<file path="src/hdl/plit_pkg.sv">
// Package: shared constants and operation codes for the interpolation table.
package plit_pkg;
  localparam int MAX_ANCHORS_DEF = 32;
  localparam logic signed [31:0] EMPTY_VALUE = 32'sd1000;
  typedef enum logic [1:0] {
    OP_CLEAR  = 2'd0,
    OP_INSERT = 2'd1,
    OP_LOOKUP = 2'd2,
    OP_NONE   = 2'd3
  } op_t;
  // divider control between sequencer and divider
  typedef struct packed {
    logic start;
  } div_ctl_t;
endpackage

</file>
<file path="src/hdl/plit_div.sv">
// Divider: restoring signed 64 by 17 bit division, one quotient bit a cycle.
module plit_div (
  input  logic                clk,
  input  logic                rst_n,
  input  plit_pkg::div_ctl_t  ctl,
  input  logic signed [63:0]  dividend,
  input  logic        [16:0]  divisor,
  output logic signed [63:0]  quotient,
  output logic                done
);
  logic [63:0] q_r, q_nxt;
  logic [17:0] rem_r, rem_nxt;
  logic [16:0] dsr_r;
  logic        neg_r;
  logic [6:0]  cnt_r;
  logic        busy_r;
  logic [17:0] trial;
  logic [63:0] mag;

  assign mag = dividend[63] ? (~dividend + 64'd1) : dividend;

  always_comb begin
    trial   = {rem_r[16:0], q_r[63]};
    q_nxt   = {q_r[62:0], 1'b0};
    rem_nxt = trial;
    if (trial >= {1'b0, dsr_r}) begin
      rem_nxt  = trial - {1'b0, dsr_r};
      q_nxt[0] = 1'b1;
    end
  end

  always_ff @(posedge clk) begin
    if (!rst_n) begin
      busy_r <= 1'b0;
      done   <= 1'b0;
      cnt_r  <= '0;
    end else begin
      done <= 1'b0;
      if (ctl.start) begin
        busy_r <= 1'b1;
        cnt_r  <= 7'd64;
        q_r    <= mag;
        rem_r  <= '0;
        dsr_r  <= divisor;
        neg_r  <= dividend[63];
      end else if (busy_r) begin
        q_r   <= q_nxt;
        rem_r <= rem_nxt;
        cnt_r <= cnt_r - 7'd1;
        if (cnt_r == 7'd1) begin
          busy_r <= 1'b0;
          done   <= 1'b1;
        end
      end
    end
  end

  assign quotient = neg_r ? (~q_r + 64'd1) : q_r;
endmodule

</file>
<file path="config.mk">
export PLATFORM = sky130hd
export DESIGN_NAME = plit_div
export DESIGN_NICKNAME = d
export VERILOG_FILES = /design/src/hdl/plit_pkg.sv /design/src/hdl/plit_div.sv
export SDC_FILE = /design/constraint.sdc
export NUM_CORES = 1
export LEC_CHECK = 0
export ABC_AREA = 0
export BUFFER_PORTS_ARGS = -buffer_cell sky130_fd_sc_hd__buf_2
export CORE_ASPECT_RATIO = 0.75
export CORE_MARGIN = 1
export CORE_UTILIZATION = 40
export CTS_CLUSTER_DIAMETER = 60
export DETAILED_ROUTE_END_ITERATION = 8
export PLACE_DENSITY = 0.73
export SYNTH_ARGS = -nofsm -noshare
export SYNTH_HDL_FRONTEND = slang
export SYNTH_SLANG_ARGS = --single-unit
</file>
<file path="constraint.sdc">
create_clock -name clk -period 4.11 [get_ports clk]
set_clock_uncertainty 0.1 [all_clocks]
set_input_delay 0.411 -clock clk [delete_from_list [all_inputs] [get_ports clk]]
set_output_delay 0.411 -clock clk [all_outputs]
set_load 0.005 [all_outputs]
</file>
==> reports/results.txt <==
post-synthesis instance area -> 0.00797 mm2
syn nets -> 963
CP required -> 3.60 ns
routed wire length -> 21.0 mm
via count -> 6945
routed vias/inst -> 5.59
Hold Violations, Final -> 0
Worst slew margin -> 25.7%
I/O Pins -> 149
# H-tree levels -> 3
Syn Area/Cell -> 9.30 um2
Leak -> 0.00346 uW
Row Count -> 44
largest net degree at the start of global routing -> 93
slowest stage delay, CP -> 0.62 ns
register clock-pin slew on the reported worst setup and hold paths -> 0.08 ns
DRC -> 0
Setup crit end kind -> output pin
cts bufs inserted -> 9
Root Driver -> clkbuf_16
initial antenna violation count -> 1
period utilization -> 94.3%
Critical Path AT -> 3.36 ns
core area -> 0.0194 mm2
final-stage net count -> 1090
sequential area share after synthesis -> 39.6%
DP Cell Count -> 1226
status -> finished clean
max-slew violations -> 0
WP buf/inv -> 1
die area -> 0.0205 mm2
Worst Setup Start Kind -> register
postcts setup bufs -> 0
Max-Cap Viols -> 0
clock latency on the worst-skew pair -> 0.36 ns
final worst path period need -> 3.87 ns
family with the most delay on the worst path -> simple AND/OR/NAND/NOR gates
final setup fails -> 0
Post-DRT Antenna Nets -> 0
Final HPWL DP -> 15.3 mm
Die Ht -> 124 um
post-synthesis register bit count -> 108
area fraction of the dominant cell type after synthesis -> 37.3%
gr usage total -> 20.7%
worst r2r src -> q_r[63]
RSZ-0062 raised after global routing -> false
top cells by area in the synthesized netlist -> edfxtp_1 37%, xnor2_1 8.0%, xor2_1 7.3%, a21oi_1 5.0%, nor2_1 4.8%
Starting DRT DRC Count -> 569
sum of negative setup slack -> 0 ns
cts repair resizes -> 0
Async S/R FF share, synth -> 0%
Starting Density -> 41.0%
Die W -> 165 um
I/O Buffers -> 148
synth unique cells -> 69
drt pass-1 iters -> 6
actual slew at the worst max-slew pin -> 1.11 ns
number of global-route vias before repair -> 6377
post-cts hold buffer count -> 0
ANT cells -> 0
Clock Tree Buf Depth -> 2
Power per Cell Area -> 334 mW/mm2
Layout area overhead -> 15.8%
Max VDD drop -> 0.000177 V
Layout Cells excl Fill -> 1242
critical-path maximum fanout -> 9
worst-path cell chain -> or4_4 > nor4_4 > nand3_1 > or3_1 > o41ai_2 > xnor2_1 > buf_2
Crit-path slowest cell -> or3_1
global-route congestion overflow total -> 0
pre-CTS setup slack -> 0.600 ns
fin util -> 47.5%
Yosys top cell by area -> edfxtp_1
warnings from Yosys -> 0
maximum clock rate -> 258 MHz
cells after synthesis -> 857
Power Total -> 3080 uW
CTS tree -> built
RD Place Congestion -> 0.848
CP Class -> reg2out
layout cells sized above 1 -> 20.1%
Synth Flop Type -> edfxtp_1
Clock Sinks -> 108
hold_sp -> divisor[13]
crit path setup slack, layout -> 0.235 ns
Hold Path Class -> in2reg
drt wl/cell -> 16.9 um
Crit. Startpoint -> q_r[18]
number of synthesized flops with an enable pin -> 99
first-pass GRT wire length -> 33.2 mm
-- worst paths after layout --
kind | to | slack (ns) | depth (start not counted)
worst max register to register | rem_r[5] | 0.80 | 12
worst min-delay path | dsr_r[13] | 0.12 | 1
worst min register to register | cnt_r[1] | 0.40 | 2
worst max-delay path | quotient[60] | 0.24 | 7
-- cells in the final DEF (no fill, tap or decap), drive strengths merged, types with 4 or more instances in the layout --
master,Yosys,layout
a21o,6,6
a21oi,79,79
buf,6,156
clkbuf,34,10
dfxtp,9,9
edfxtp,99,99
ha,21,21
inv,33,35
mux2i,12,12
nand2,52,52
nand2b,4,4
nand3,13,13
nand3b,5,5
nand4,5,5
nor2,101,101
nor2b,7,7
nor3,23,23
nor4,7,7
o21a,5,5
o21ai,50,50
o31ai,37,37
o41ai,21,21
or2,5,5
or3,28,28
or4,19,19
xnor2,73,73
xor2,66,66
-- final cells by class --
cell class / instances / area (um2)
inverter: 33 / 124
timing repair buffer: 156 / 816
clock inverter: 6 / 47.5
multi-input combinational: 676 / 4540
fill: 1841 / 10200
clock buffer: 10 / 229
tap: 253 / 317
sequential: 108 / 3150
-- power by group --
part	switching [uW]	internal, uW
clock network	441	418
logic	457	368
registers	82.5	1310
-- cells in the mapped netlist (all sizes together) (23+ instances only) --
master  number
o31ai       37
inv         33
clkbuf      34
edfxtp      99
nor2       101
nor3        23
nand2       52
o21ai       50
or3         28
xor2        66
a21oi       79
xnor2       73
-- cell families after synthesis --
kind of cell	share of synthesized area, %
and+or+nand+nor	18.2
DFF	39.6
adders and majority gates	3.55
buffers and inverters	3.53
AOI/OAI and AO/OA	18.2
xor gates and xnor gates	15.3
muxes	1.65
-- registers in the layout (all words and copies together), names as in the netlist --
name and count:
busy_r 1, cnt_r 7, done 1, dsr_r 17, neg_r 1, q_r 64
rem_r 17
-- per-stage QoR --
stage | hold WS [ns] | instance area (um2)
after floorplan | 0.341 | 7970
after global placement | 0.381 | 8950
after detailed placement | 0.385 | 8950
after CTS | 0.105 | 9230
after global routing | 0.106 | 9230
final | 0.117 | 9230
-- layer usage --
metal | GRT usage [%] | vias up | wire length (um)
li1 | - | 3414 | -
met1 | 31.0 | 3261 | 10100
met2 | 29.3 | 252 | 8990
met3 | 5.01 | 18 | 1630
met4 | 5.34 | 0 | 291
met5 | 0 | - | 0
Note: power is estimated with default switching activity, not from simulation.
